**config.mk**
```make
export PLATFORM = sky130hd
export DESIGN_NAME = software_timer_bank
export DESIGN_NICKNAME = d
export VERILOG_FILES = /design/src/rtl/stb_pkg.sv /design/src/rtl/stb_front.sv /design/src/rtl/stb_fifo.sv /design/src/rtl/stb_back.sv /design/src/rtl/software_timer_bank.sv
export SDC_FILE = /design/constraint.sdc
export NUM_CORES = 2
export LEC_CHECK = 0
export ABC_AREA = 1
export BUFFER_PORTS_ARGS = -buffer_cell sky130_fd_sc_hd__buf_4
export CAP_MARGIN = 20
export CORE_MARGIN = 2
export CORE_UTILIZATION = 54
export CTS_CLUSTER_DIAMETER = 60
export DETAILED_ROUTE_END_ITERATION = 6
export GPL_TIMING_DRIVEN = 1
export PLACE_DENSITY = 0.71
export SYNTH_ARGS = -nofsm -noshare
export SYNTH_HDL_FRONTEND = slang
export SYNTH_HIERARCHICAL = 1
export SYNTH_SLANG_ARGS = --single-unit
```
**constraint.sdc**
```tcl
create_clock -name clock -period 5.65 [get_ports clock]
set_input_delay 0.565 -clock clock [delete_from_list [all_inputs] [get_ports clock]]
set_output_delay 0.565 -clock clock [all_outputs]
set_load 0.05 [all_outputs]
```
**src/rtl/stb_pkg.sv**
```systemverilog
// Shared types and constants for the software timer bank.
// No dependencies; imported by every module of the block.
package stb_pkg;

   localparam int TAG_W    = 8;
   localparam int HANDLE_W = 8;
   localparam int MS_W     = 32;
   localparam int TICKS_W  = 29;
   localparam int SLOT_W   = 6;
   localparam int STATUS_W = 2;

   localparam logic [1:0] REQ_CREATE = 2'd0;
   localparam logic [1:0] REQ_START  = 2'd1;
   localparam logic [1:0] REQ_TICK   = 2'd2;

   localparam logic [STATUS_W-1:0] ST_OK       = 2'd0;
   localparam logic [STATUS_W-1:0] ST_NO_FREE  = 2'd1;
   localparam logic [STATUS_W-1:0] ST_ZERO_TAG = 2'd2;

   localparam logic RESP_CREATE = 1'b0;
   localparam logic RESP_EXPIRY = 1'b1;

   // floor(x / 10) == (x * DIV10_MULT) >> DIV10_SHIFT for every 32-bit x
   localparam logic [MS_W-1:0] DIV10_MULT  = 32'hCCCC_CCCD;
   localparam int              DIV10_SHIFT = 35;

   typedef enum logic [1:0] {
      CMD_CREATE = 2'd0,
      CMD_START  = 2'd1,
      CMD_TICK   = 2'd2
   } cmd_kind_type;

   typedef struct packed {
      cmd_kind_type        kind;
      logic [TAG_W-1:0]    tag;
      logic [HANDLE_W-1:0] handle;
      logic [TICKS_W-1:0]  ticks;
   } cmd_type;

endpackage

```
**src/rtl/stb_front.sv**
```systemverilog
// Front end: accepts request words, drops unknown codes and converts ms to ticks.
// Depends on stb_pkg; feeds stb_fifo.
module stb_front
   import stb_pkg::*;
(
   input  logic          clock,
   input  logic          reset,
   input  logic          req_tvalid,
   output logic          req_tready,
   input  logic [47:0]   req_tdata,   // owner_tag[7:0], slot_handle[15:8], timeout_ms[47:16]
   input  logic [1:0]    req_tuser,   // req_type[1:0]
   output logic          cmd_valid,
   input  logic          cmd_ready,
   output cmd_type       cmd
);

   logic                s1_valid_ff, s1_valid_in;
   logic [1:0]          s1_type_ff;
   logic [TAG_W-1:0]    s1_tag_ff;
   logic [HANDLE_W-1:0] s1_handle_ff;
   logic [MS_W-1:0]     s1_ms_ff;
   logic                s2_valid_ff, s2_valid_in;
   cmd_type             s2_cmd_ff, s2_cmd_in;
   logic [2*MS_W-1:0]   prod;
   logic                s1_go;
   logic                s1_known;
   logic                req_take;

   assign s1_go      = s1_valid_ff && (!s2_valid_ff || cmd_ready);
   assign req_tready = !s1_valid_ff || s1_go;
   assign req_take   = req_tvalid && req_tready;
   assign prod       = (2*MS_W)'(s1_ms_ff) * (2*MS_W)'(DIV10_MULT);

   always_comb begin
      s1_known         = 1'b1;
      s2_cmd_in.tag    = s1_tag_ff;
      s2_cmd_in.handle = s1_handle_ff;
      s2_cmd_in.ticks  = prod[DIV10_SHIFT +: TICKS_W];
      unique case (s1_type_ff)
         REQ_CREATE: s2_cmd_in.kind = CMD_CREATE;
         REQ_START:  s2_cmd_in.kind = CMD_START;
         REQ_TICK:   s2_cmd_in.kind = CMD_TICK;
         default: begin
            s2_cmd_in.kind = CMD_TICK;
            s1_known       = 1'b0;
         end
      endcase
   end

   always_comb begin
      s1_valid_in = req_take ? 1'b1 : (s1_go ? 1'b0 : s1_valid_ff);
      if (s1_go) begin
         s2_valid_in = s1_known;
      end else if (cmd_ready) begin
         s2_valid_in = 1'b0;
      end else begin
         s2_valid_in = s2_valid_ff;
      end
   end

   always_ff @(posedge clock) begin
      if (reset) begin
         s1_valid_ff <= 1'b0;
         s2_valid_ff <= 1'b0;
      end else begin
         s1_valid_ff <= s1_valid_in;
         s2_valid_ff <= s2_valid_in;
      end
   end

   always_ff @(posedge clock) begin
      if (req_take) begin
         s1_type_ff   <= req_tuser;
         s1_tag_ff    <= req_tdata[7:0];
         s1_handle_ff <= req_tdata[15:8];
         s1_ms_ff     <= req_tdata[47:16];
      end
      if (s1_go) begin
         s2_cmd_ff <= s2_cmd_in;
      end
   end

   assign cmd_valid = s2_valid_ff;
   assign cmd       = s2_cmd_ff;

endmodule

```
**src/rtl/stb_fifo.sv**
```systemverilog
// Two-entry command queue between the front end and the slot engine.
// Depends on stb_pkg for cmd_type.
module stb_fifo
   import stb_pkg::*;
(
   input  logic    clock,
   input  logic    reset,
   input  logic    wr_valid,
   output logic    wr_ready,
   input  cmd_type wr_cmd,
   output logic    rd_valid,
   input  logic    rd_ready,
   output cmd_type rd_cmd
);

   localparam int DEPTH = 2;
   localparam int PTR_W = 1;

   cmd_type          entry_ff [DEPTH];
   logic [PTR_W-1:0] wr_ptr_ff, wr_ptr_in;
   logic [PTR_W-1:0] rd_ptr_ff, rd_ptr_in;
   logic [PTR_W:0]   count_ff, count_in;
   logic             push, pop;

   assign wr_ready = count_ff != (PTR_W+1)'(DEPTH);
   assign rd_valid = count_ff != '0;
   assign push     = wr_valid && wr_ready;
   assign pop      = rd_valid && rd_ready;
   assign rd_cmd   = entry_ff[rd_ptr_ff];

   always_comb begin
      wr_ptr_in = push ? wr_ptr_ff + 1'b1 : wr_ptr_ff;
      rd_ptr_in = pop ? rd_ptr_ff + 1'b1 : rd_ptr_ff;
      count_in  = count_ff + (PTR_W+1)'(push) - (PTR_W+1)'(pop);
   end

   always_ff @(posedge clock) begin
      if (reset) begin
         wr_ptr_ff <= '0;
         rd_ptr_ff <= '0;
         count_ff  <= '0;
      end else begin
         wr_ptr_ff <= wr_ptr_in;
         rd_ptr_ff <= rd_ptr_in;
         count_ff  <= count_in;
      end
   end

   always_ff @(posedge clock) begin
      if (push) begin
         entry_ff[wr_ptr_ff] <= wr_cmd;
      end
   end

endmodule

```
**src/rtl/stb_back.sv**
```systemverilog
// Slot engine: slot tables, allocation count, tick walk and the result register.
// Depends on stb_pkg; takes commands from stb_fifo.
module stb_back
   import stb_pkg::*;
#(
   parameter int SLOT_COUNT = 8
)
(
   input  logic        clock,
   input  logic        reset,
   input  logic        cmd_valid,
   output logic        cmd_ready,
   input  cmd_type     cmd,
   output logic        rsp_tvalid,
   input  logic        rsp_tready,
   output logic [15:0] rsp_tdata,   // status[1:0], slot_index[7:2], expired_tag[15:8]
   output logic [0:0]  rsp_tuser,   // resp_kind[0]
   output logic        rsp_tlast
);

   localparam int IDX_W = (SLOT_COUNT > 1) ? $clog2(SLOT_COUNT) : 1;
   localparam int CNT_W = $clog2(SLOT_COUNT + 1);
   localparam int CMP_W = HANDLE_W + 1;

   typedef enum logic [3:0] {
      ST_IDLE  = 4'b0001,
      ST_READ  = 4'b0010,
      ST_UPD   = 4'b0100,
      ST_FLUSH = 4'b1000
   } state_type;

   // slots at or above base are owned; lower ones read as free and idle
   logic [TICKS_W-1:0] remain_mem [SLOT_COUNT];
   logic [TAG_W-1:0]   owner_mem  [SLOT_COUNT];

   state_type          state_ff, state_in;
   logic [CNT_W-1:0]   alloc_ff, alloc_in;
   logic [IDX_W-1:0]   slot_ff, slot_in;
   logic [TICKS_W-1:0] rd_remain_ff;
   logic [TAG_W-1:0]   rd_owner_ff;
   logic               hold_valid_ff, hold_valid_in;
   logic [IDX_W-1:0]   hold_slot_ff, hold_slot_in;
   logic [TAG_W-1:0]   hold_tag_ff, hold_tag_in;

   logic                rsp_valid_ff, rsp_valid_in;
   logic                rsp_kind_ff, rsp_kind_in;
   logic [STATUS_W-1:0] rsp_status_ff, rsp_status_in;
   logic [SLOT_W-1:0]   rsp_slot_ff, rsp_slot_in;
   logic [TAG_W-1:0]    rsp_tag_ff, rsp_tag_in;
   logic                rsp_last_ff, rsp_last_in;

   logic               out_free, push;
   logic [CNT_W-1:0]   base;
   logic [CNT_W-1:0]   new_slot;
   logic               wr_remain_en, wr_owner_en;
   logic [IDX_W-1:0]   wr_addr;
   logic [TICKS_W-1:0] wr_remain;
   logic               start_ok;
   logic               expire;

   assign out_free  = !rsp_valid_ff || rsp_tready;
   assign base      = CNT_W'(SLOT_COUNT) - alloc_ff;
   assign new_slot  = CNT_W'(SLOT_COUNT - 1) - alloc_ff;
   assign start_ok  = (CMP_W'(cmd.handle) < CMP_W'(SLOT_COUNT))
                      && (CMP_W'(cmd.handle) >= CMP_W'(base));
   assign expire    = rd_remain_ff == TICKS_W'(1);

   always_comb begin
      state_in      = state_ff;
      alloc_in      = alloc_ff;
      slot_in       = slot_ff;
      hold_valid_in = hold_valid_ff;
      hold_slot_in  = hold_slot_ff;
      hold_tag_in   = hold_tag_ff;
      cmd_ready     = 1'b0;
      push          = 1'b0;
      rsp_kind_in   = RESP_EXPIRY;
      rsp_status_in = ST_OK;
      rsp_slot_in   = SLOT_W'(hold_slot_ff);
      rsp_tag_in    = hold_tag_ff;
      rsp_last_in   = 1'b0;
      wr_remain_en  = 1'b0;
      wr_owner_en   = 1'b0;
      wr_addr       = slot_ff;
      wr_remain     = rd_remain_ff - TICKS_W'(1);

      unique case (state_ff)
         ST_IDLE: begin
            if (cmd_valid) begin
               unique case (cmd.kind)
                  CMD_CREATE: begin
                     if (out_free) begin
                        cmd_ready   = 1'b1;
                        push        = 1'b1;
                        rsp_kind_in = RESP_CREATE;
                        rsp_tag_in  = '0;
                        rsp_slot_in = '0;
                        rsp_last_in = 1'b1;
                        if (cmd.tag == '0) begin
                           rsp_status_in = ST_ZERO_TAG;
                        end else if (alloc_ff == CNT_W'(SLOT_COUNT)) begin
                           rsp_status_in = ST_NO_FREE;
                        end else begin
                           rsp_slot_in  = SLOT_W'(new_slot);
                           wr_addr      = IDX_W'(new_slot);
                           wr_remain    = '0;
                           wr_remain_en = 1'b1;
                           wr_owner_en  = 1'b1;
                           alloc_in     = alloc_ff + 1'b1;
                        end
                     end
                  end
                  CMD_START: begin
                     cmd_ready    = 1'b1;
                     wr_addr      = IDX_W'(cmd.handle);
                     wr_remain    = cmd.ticks;
                     wr_remain_en = start_ok;
                  end
                  CMD_TICK: begin
                     cmd_ready     = 1'b1;
                     hold_valid_in = 1'b0;
                     slot_in       = IDX_W'(SLOT_COUNT - 1);
                     if (alloc_ff != '0) begin
                        state_in = ST_READ;
                     end
                  end
                  default: cmd_ready = 1'b1;
               endcase
            end
         end
         ST_READ: state_in = ST_UPD;
         ST_UPD: begin
            if (!(expire && hold_valid_ff && !out_free)) begin
               wr_remain_en = rd_remain_ff != '0;
               if (expire) begin
                  push          = hold_valid_ff;
                  hold_valid_in = 1'b1;
                  hold_slot_in  = slot_ff;
                  hold_tag_in   = rd_owner_ff;
               end
               if (CNT_W'(slot_ff) == base) begin
                  state_in = ST_FLUSH;
               end else begin
                  slot_in  = slot_ff - 1'b1;
                  state_in = ST_READ;
               end
            end
         end
         ST_FLUSH: begin
            if (!hold_valid_ff) begin
               state_in = ST_IDLE;
            end else if (out_free) begin
               push          = 1'b1;
               rsp_last_in   = 1'b1;
               hold_valid_in = 1'b0;
               state_in      = ST_IDLE;
            end
         end
         default: state_in = ST_IDLE;
      endcase

      rsp_valid_in = push ? 1'b1 : (rsp_tready ? 1'b0 : rsp_valid_ff);
   end

   always_ff @(posedge clock) begin
      if (reset) begin
         state_ff      <= ST_IDLE;
         alloc_ff      <= '0;
         hold_valid_ff <= 1'b0;
         rsp_valid_ff  <= 1'b0;
      end else begin
         state_ff      <= state_in;
         alloc_ff      <= alloc_in;
         hold_valid_ff <= hold_valid_in;
         rsp_valid_ff  <= rsp_valid_in;
      end
   end

   always_ff @(posedge clock) begin
      slot_ff      <= slot_in;
      hold_slot_ff <= hold_slot_in;
      hold_tag_ff  <= hold_tag_in;
      if (push) begin
         rsp_kind_ff   <= rsp_kind_in;
         rsp_status_ff <= rsp_status_in;
         rsp_slot_ff   <= rsp_slot_in;
         rsp_tag_ff    <= rsp_tag_in;
         rsp_last_ff   <= rsp_last_in;
      end
   end

   always_ff @(posedge clock) begin
      if (wr_remain_en) begin
         remain_mem[wr_addr] <= wr_remain;
      end
      if (wr_owner_en) begin
         owner_mem[wr_addr] <= cmd.tag;
      end
      if (state_ff == ST_READ) begin
         rd_remain_ff <= remain_mem[slot_ff];
         rd_owner_ff  <= owner_mem[slot_ff];
      end
   end

   assign rsp_tvalid = rsp_valid_ff;
   assign rsp_tdata  = {rsp_tag_ff, rsp_slot_ff, rsp_status_ff};
   assign rsp_tuser  = rsp_kind_ff;
   assign rsp_tlast  = rsp_last_ff;

endmodule

```
**src/rtl/software_timer_bank.sv**
```systemverilog
// Software timer bank top level: front end, command queue and slot engine.
// Depends on stb_pkg, stb_front, stb_fifo and stb_back.
//
// A bank of SLOT_COUNT one-shot timers counting 10 ms ticks. Create (req_type 0)
// claims the highest free slot and always returns one reply word; start (1)
// loads an owned slot with timeout_ms / 10 and returns nothing; tick (2) walks
// the owned slots from the top down and returns one expiry word per slot that
// reaches zero, tlast on the final one. Slots stay owned until reset. In the
// front end a request is registered at capture and after the divide-by-ten
// multiply, then queued. In the slot engine a tick reads each owned slot from
// the single-port slot tables and writes it back while it runs, and holds
// while an expiry word waits on rsp_tready. Reset is immediate, with no
// clearing pass: slots at or above SLOT_COUNT minus the fill count are the
// only ones ever read.
module software_timer_bank
   import stb_pkg::*;
#(
   parameter int SLOT_COUNT = 8
)
(
   input  logic        clock,
   input  logic        reset,
   input  logic        req_tvalid,
   output logic        req_tready,
   input  logic [47:0] req_tdata,   // owner_tag[7:0], slot_handle[15:8], timeout_ms[47:16]
   input  logic [1:0]  req_tuser,   // req_type[1:0]
   output logic        rsp_tvalid,
   input  logic        rsp_tready,
   output logic [15:0] rsp_tdata,   // status[1:0], slot_index[7:2], expired_tag[15:8]
   output logic [0:0]  rsp_tuser,   // resp_kind[0]
   output logic        rsp_tlast
);

   logic    fr_valid, fr_ready;
   cmd_type fr_cmd;
   logic    q_valid, q_ready;
   cmd_type q_cmd;

   stb_front u_front (
      .clock      (clock),
      .reset      (reset),
      .req_tvalid (req_tvalid),
      .req_tready (req_tready),
      .req_tdata  (req_tdata),
      .req_tuser  (req_tuser),
      .cmd_valid  (fr_valid),
      .cmd_ready  (fr_ready),
      .cmd        (fr_cmd)
   );

   stb_fifo u_fifo (
      .clock    (clock),
      .reset    (reset),
      .wr_valid (fr_valid),
      .wr_ready (fr_ready),
      .wr_cmd   (fr_cmd),
      .rd_valid (q_valid),
      .rd_ready (q_ready),
      .rd_cmd   (q_cmd)
   );

   stb_back #(
      .SLOT_COUNT (SLOT_COUNT)
   ) u_back (
      .clock      (clock),
      .reset      (reset),
      .cmd_valid  (q_valid),
      .cmd_ready  (q_ready),
      .cmd        (q_cmd),
      .rsp_tvalid (rsp_tvalid),
      .rsp_tready (rsp_tready),
      .rsp_tdata  (rsp_tdata),
      .rsp_tuser  (rsp_tuser),
      .rsp_tlast  (rsp_tlast)
   );

endmodule
```
Word level (Yosys, flattened, before mapping). Memories as Yosys holds them, arrays and structs flattened. A register that Yosys moved wholly into a read port is not among the register bits. Index checks and enable logic that the tools add are counted. Widths: inputs -> output; s select.

Memories: 3. Logic and storage cells: 185. Input port bits: 54. Bits in registers: 145. Memory bits (writable): 390. Output and inout bits: 20.

Memories: u_back.remain_mem (words 8, width 29, read ports 1, clocked after Yosys merged registers in 1, write ports 1, RTL line stb_back.sv:33) `logic [TICKS_W-1:0] remain_mem [SLOT_COUNT];`; u_fifo.entry_ff (words 2, width 47, read ports 1, clocked after Yosys merged registers in 1, write ports 1, RTL line stb_fifo.sv:19) `cmd_type entry_ff [DEPTH];`; u_back.owner_mem (words 8, width 8, read ports 1, clocked after Yosys merged registers in 1, write ports 1, RTL line stb_back.sv:34) `logic [TAG_W-1:0] owner_mem [SLOT_COUNT];`.

Magnitude comparators: 2. Reductions and logical operators: 35. Bitwise logic cells: 7. Add/sub/neg operators: 9. Equality and inequality tests: 19. Multipliers: 1. Multiplexer cells: 81.

Operators with widths (number): $mux 29 (5); $mul 32x32->64 const B (1); $pmux 29 s2 (1); $mux 3 (15); $mux 1 (39); $mux 8 (4); $eq 29x1->1 const B (1); $reduce_bool 29->1 (1); $sub 29x1->29 const B (1); $mux 4 (7); $pmux 4 s4 (1); $reduce_and 5->1 (3); $pmux 3 s2 (2); $ne 2x2->1 const B (5); $reduce_bool 2->1 (5); $eq 4x4->1 const B (2); $ge 8x4->1 (1); $logic_not 8->1 (1); $lt 8x4->1 const B (1); $logic_and 1x1->1 (7); $not 1->1 (7); $pmux 1 s2 (3); $pmux 1 s3 (2); $reduce_and 3->1 (2); 27 further kinds (37).

Depth between registers and ports, before layout.
Depth after elaboration: 9. Gate-level depth with buffers: 29. Gate-level depth less buffers: 28.

Modules after synthesis. Netlist, hierarchy kept.

By module, submodules not included: stb_front (area an instance 21713.3 um^2, sequential area each 2952.8 um^2, instances 1, cells each 2425); stb_back (area an instance 15846.4 um^2, sequential area each 11100.6 um^2, instances 1, cells each 1361); stb_fifo (area an instance 3754.9 um^2, sequential area each 2922.8 um^2, instances 1, cells each 182).

Worst setup path after synthesis. No wires, ideal clock.

Path type: reg-to-reg. Start: reg u_front.s1_ms_ff[20]. End: reg u_front.s2_cmd_ff, in the netlist u_front/cmd[17] (data pin). Required time: 5.398 ns. Slack: -0.352 ns. Buffers on the path: 0. Clock period less this slack: 6.002 ns. Data arrival time: 5.749 ns. Stages on the path, launching flop included: 26. Library setup time: 0.252 ns. Path through: edfxtp_1 > ha_1 > inv_1 > fa_1 > inv_1 > fa_1 > inv_1 > fa_1 > inv_1 > fa_1 > fa_1 > fa_1 > inv_1 > fa_1 > inv_1 > ha_1 > nand2_1 > inv_1 > a21oi_1 > nand2_1 > a21oi_1 > nor2_1 > nor2_1 > nand2_1 > nand2_1 > nand2_1.

Word-level cells in the longest chain between the ends: 1.

RTL lines: start: declaration (RTL line stb_front.sv:21) `logic [MS_W-1:0] s1_ms_ff;`; start signal: assignment (RTL line stb_front.sv:76) `s1_ms_ff <= req_tdata[47:16];`; $mul 32x32->64 (RTL line stb_front.sv:32) `assign prod = (2*MS_W)'(s1_ms_ff) * (2*MS_W)'(DIV10_MULT);`; named net u_front.prod[52] (RTL line stb_front.sv:24) `logic [2*MS_W-1:0] prod;`; end signal: assignment (RTL line stb_front.sv:79) `s2_cmd_ff <= s2_cmd_in;`; end: declaration (RTL line stb_front.sv:23) `cmd_type s2_cmd_ff, s2_cmd_in;`.

The timed path passes the listed nets, and every way through them passes these cells. A chain may end at the register's enable or synchronous reset.

Final worst setup path.
Start: reg u_front.s1_ms_ff[5]. End: reg u_front.s2_cmd_ff, in the netlist u_front/cmd[13] (data pin).

The elaborated chain is that of the path after synthesis.

==> implementation parameters <==
Parameter                              Value

Critical path
  Critical path endpoint category    flip-flop
  Worst reg2reg path depth    24
  R2R Path End    u_front/cmd[13]
  Slack of the worst reg-to-reg path    -0.52 ns
  Worst path required time    6.04 ns
  Worst-path fanout max    5
  Kind of critical path    reg2reg
  Data arrival time at the worst-slack endpoint    roughly 6.6 ns
  R2r startpoint    u_front/s1_ms_ff[5]
  Startpoint of the most critical setup path    u_front/s1_ms_ff[5]
  Crit path launch type    flip-flop

Synthesis
  EDFF count, synth    roughly 550
  Syn Std Cell Area    41,300 µm²
  Primary flip-flop cell chosen by synthesis mapping    sky130_fd_sc_hd__edfxtp_1
  Distinct cell type count after synthesis    52
  Share of async-settable or async-resettable flops after synthesis    0%
  Synth Warn #    6
  Number of storage elements in the synthesis netlist    571
  Syn Inst Count    3,968
  Seq/Total Area, Yosys    41.1%
  Avg Inst Size Synth    10.4 µm²

Global route
  Number of antenna violations at the first check in global routing    0
  Wire length of the first global-routing pass    roughly 170,000 µm
  Pin count of the biggest net entering global routing    between 150 and 200
  Global route total overflow    0
  Total global-route track usage    28.9%
  Number of global-route vias before repair    between 30k and 40k

Detailed routing
  Average routed wire per standard cell    roughly 21 µm
  Antenna violation net count after detailed routing    0
  Drt drc    0
  DR iter-0 viols    2,191
  Vias    slightly below 30k
  Total wire length after detailed routing    112,000 µm
  Vias per std cell    about 5.3
  Pre-Repair DR Iteration Count    7

Timing
  Summed negative setup slack over all endpoints    -12.07 ns
  Time the final worst path needs with I/O delays and setup    about 6.2 ns
  Final hold vios    0
  Count of endpoints failing setup in the final report    29
  Worst setup margin    -0.525 ns
  F_max    162 MHz
  Count of pins over their slew limit    0
  Worst max-slew margin expressed relative to the limit    around a quarter
  RSZ-0062 raised after global routing    true
  Worst Max-Slew Pin Slew    ~1.1 ns
  Final worst clock skew    around 0.026 ns
  Period utilisation layout    109%

Clock tree
  Number of hold-repair buffers added at the cts stage    0
  Number of clock sinks    approximately 570
  H-tree depth    2
  Clock buffers created by TritonCTS    60
  Bufs on Longest Clock Path    3
  Latest clock arrival within the worst-skew pair    roughly 0.65 ns
  CTS tree    built
  CTS Root Cell    sky130_fd_sc_hd__clkbuf_16
  Reg clk slew, reported paths    around 0.060 ns

Floorplanning
  Starting utilization of the core area    between 50% and 60%
  Top Ports    74
  Die Ht    between 200 and 300 µm
  Die width    281 µm
  Full die area    just under 80,000 µm²
  Core outline area    about 76,000 µm²
  # rows    a little over 100

Hold path
  End point of the worst hold path    u_front/s1_handle_ff[6]
  Hold Path Origin    req_tdata[14]
  Path type of the worst min-delay path    in2reg
  Hold path cells    1

Placed design
  Buffers on Ports    between 70 and 80
  Final HPWL from detailed placement    around 90,000 µm
  Placer Congestion    approximately 1.0

Status
  Violations in the final reports    setup timing
  Run status    complete, but fails checks

Final layout
  Most frequent cells in the layout    762 x sky130_fd_sc_hd__inv_1, 554 x sky130_fd_sc_hd__edfxtp_1, 473 x sky130_fd_sc_hd__nand2_1
  Most common library cell in the layout ignoring fill and taps    sky130_fd_sc_hd__inv_1
  Area growth syn-to-layout    20.4%
  Fraction of layout cells with a size suffix above 1    23.3%
  N_diodes    0
  Final net count    around 5.2k

Run
  Max-cap violation count    0
-- per-stage QoR --
stage	instance area, µm²	hold WS [ns]	util (%)	setup slack [ns]	instances
2_1_floorplan	41800	0.400	-	-0.138	3969
5_1_grt	49700	0.0607	65.6	-0.677	5463
3_5_place_dp	46100	0.405	60.8	-0.668	5312
6_report	49700	0.0835	65.6	-0.525	5463
4_1_cts	49000	0.0556	64.6	-0.442	5447
3_3_place_gp	46100	0.402	60.8	-0.599	5312
-- critical path: stages, from the launching register on --
cell,delay [ns]
sky130_fd_sc_hd__edfxtp_1,0.53
sky130_fd_sc_hd__buf_4,0.23
sky130_fd_sc_hd__ha_2,0.40
sky130_fd_sc_hd__xor2_2,0.18
sky130_fd_sc_hd__xor2_1,0.24
sky130_fd_sc_hd__fa_1,0.47
sky130_fd_sc_hd__fa_2,0.59
sky130_fd_sc_hd__fa_1,0.43
sky130_fd_sc_hd__fa_1,0.49
sky130_fd_sc_hd__fa_1,0.49
sky130_fd_sc_hd__inv_1,0.05
sky130_fd_sc_hd__fa_1,0.49
sky130_fd_sc_hd__inv_2,0.05
sky130_fd_sc_hd__ha_4,0.27
sky130_fd_sc_hd__nand2_2,0.08
sky130_fd_sc_hd__nand2_2,0.07
sky130_fd_sc_hd__inv_2,0.07
sky130_fd_sc_hd__o21ai_2,0.06
sky130_fd_sc_hd__a21oi_2,0.18
sky130_fd_sc_hd__nor2_1,0.06
sky130_fd_sc_hd__nor2_1,0.14
sky130_fd_sc_hd__buf_4,0.15
sky130_fd_sc_hd__nand3_1,0.07
sky130_fd_sc_hd__nand2_1,0.06
sky130_fd_sc_hd__nand2_1,0.06
-- metal layers --
layer  share of wire [%]  global-route usage (%)  wire length [µm]
met4                 4.8                    12.7              5430
met3                 5.2                    3.03              5830
met2                  50                    51.3             56200
met1                  40                    35.7             44500
met5                   0                       0                 0
-- state kept, by name (all words and copies together), names as in the netlist, 3 cells and up, named ones only --
register	count
u_back/hold_tag_ff	8
u_front/s1_handle_ff	8
u_back/alloc_ff	4
u_front/cmd	47
u_back/remain_mem	232
u_back/owner_mem	64
u_back/rsp_slot_ff	4
u_back/slot_ff	3
u_front/s1_tag_ff	8
u_back/rd_remain_ff	29
u_front/s1_ms_ff	32
u_fifo/entry_ff	94
u_back/rsp_tag_ff	8
u_back/state_ff	4
u_back/hold_slot_ff	3
u_back/rd_owner_ff	8
-- final cells by class --
cell class | instances | area, µm²
Tap cell | 978 | 1220
Fill cell | 5889 | 26100
Clock inverter | 40 | 463
Multi-Input combinational cell | 2500 | 22700
Inverter | 822 | 3120
Timing Repair Buffer | 480 | 3710
Clock buffer | 72 | 1590
Sequential cell | 571 | 17000
-- how the worst max path moves through the flow --
stage                      endpoint  cells after the start
floorplan           u_front/cmd[22]                     25
global placement     u_front/cmd[5]                     22
detailed placement  u_front/cmd[28]                     22
CTS                 u_front/cmd[23]                     23
global route        u_front/cmd[13]                     24
finish              u_front/cmd[13]                     24
-- repair_timing --
item	4_1_cts	5_1_grt
pin swaps	54	63
resized for setup	144	153
endpoints found under the setup margin	29	29
buffers inserted	23	15
-- synth_stat cells (2+ instances only) --
cell	n	area [µm²]
sky130_fd_sc_hd__o21ai_1	12	60.1
sky130_fd_sc_hd__edfxtp_1	554	16600
sky130_fd_sc_hd__xor2_1	50	438
sky130_fd_sc_hd__nor3_1	10	50.1
sky130_fd_sc_hd__a21boi_0	4	30.0
sky130_fd_sc_hd__nand3_2	3	30.0
sky130_fd_sc_hd__o21ai_2	2	17.5
sky130_fd_sc_hd__nand2_1	548	2060
sky130_fd_sc_hd__nand4_1	19	119
sky130_fd_sc_hd__o21ai_0	215	1080
sky130_fd_sc_hd__clkinv_2	2	10.0
sky130_fd_sc_hd__mux2_4	30	450
sky130_fd_sc_hd__nand2_2	15	93.8
sky130_fd_sc_hd__ha_1	356	4450
sky130_fd_sc_hd__a21oi_1	91	455
sky130_fd_sc_hd__o21a_1	3	22.5
sky130_fd_sc_hd__buf_4	4	30.0
sky130_fd_sc_hd__nor3_2	8	80.1
sky130_fd_sc_hd__nor4_1	3	18.8
sky130_fd_sc_hd__inv_1	808	3030
sky130_fd_sc_hd__o21bai_1	24	180
sky130_fd_sc_hd__nor2_1	457	1720
sky130_fd_sc_hd__mux2_2	17	191
sky130_fd_sc_hd__a31oi_1	38	238
sky130_fd_sc_hd__dfxtp_1	17	340
sky130_fd_sc_hd__xnor2_1	16	140
sky130_fd_sc_hd__buf_6	6	67.6
sky130_fd_sc_hd__fa_1	386	7730
sky130_fd_sc_hd__a21o_1	6	45.0
sky130_fd_sc_hd__buf_2	26	130
sky130_fd_sc_hd__inv_2	10	37.5
sky130_fd_sc_hd__or2_2	7	43.8
sky130_fd_sc_hd__clkbuf_1	40	150
sky130_fd_sc_hd__nand3_1	90	450
sky130_fd_sc_hd__o22ai_1	39	244
sky130_fd_sc_hd__nand2_4	6	67.6
sky130_fd_sc_hd__nor2_4	9	101
sky130_fd_sc_hd__nor2_2	22	138
sky130_fd_sc_hd__and2_1	2	12.5
-- cells by family (layout without fill, tap and decap cells) --
| family | count (synthesis) | in the layout | share of synthesized area, % |
|---|---|---|---|
| and+or+nand+nor | 1207 | 1207 | 12.3 |
| buffers and inverters | 898 | 1414 | 8.40 |
| adders and majority gates | 742 | 742 | 29.5 |
| DFF | 571 | 571 | 41.1 |
| AOI/OAI and AO/OA | 436 | 436 | 5.77 |
| xor gates and xnor gates | 66 | 66 | 1.40 |
| muxes | 47 | 47 | 1.55 |
| other | 1 | 2 | 0.00908 |
Power is not shown: default switching activity piles up to over one toggle a cycle in this logic, so the estimate is an artifact.
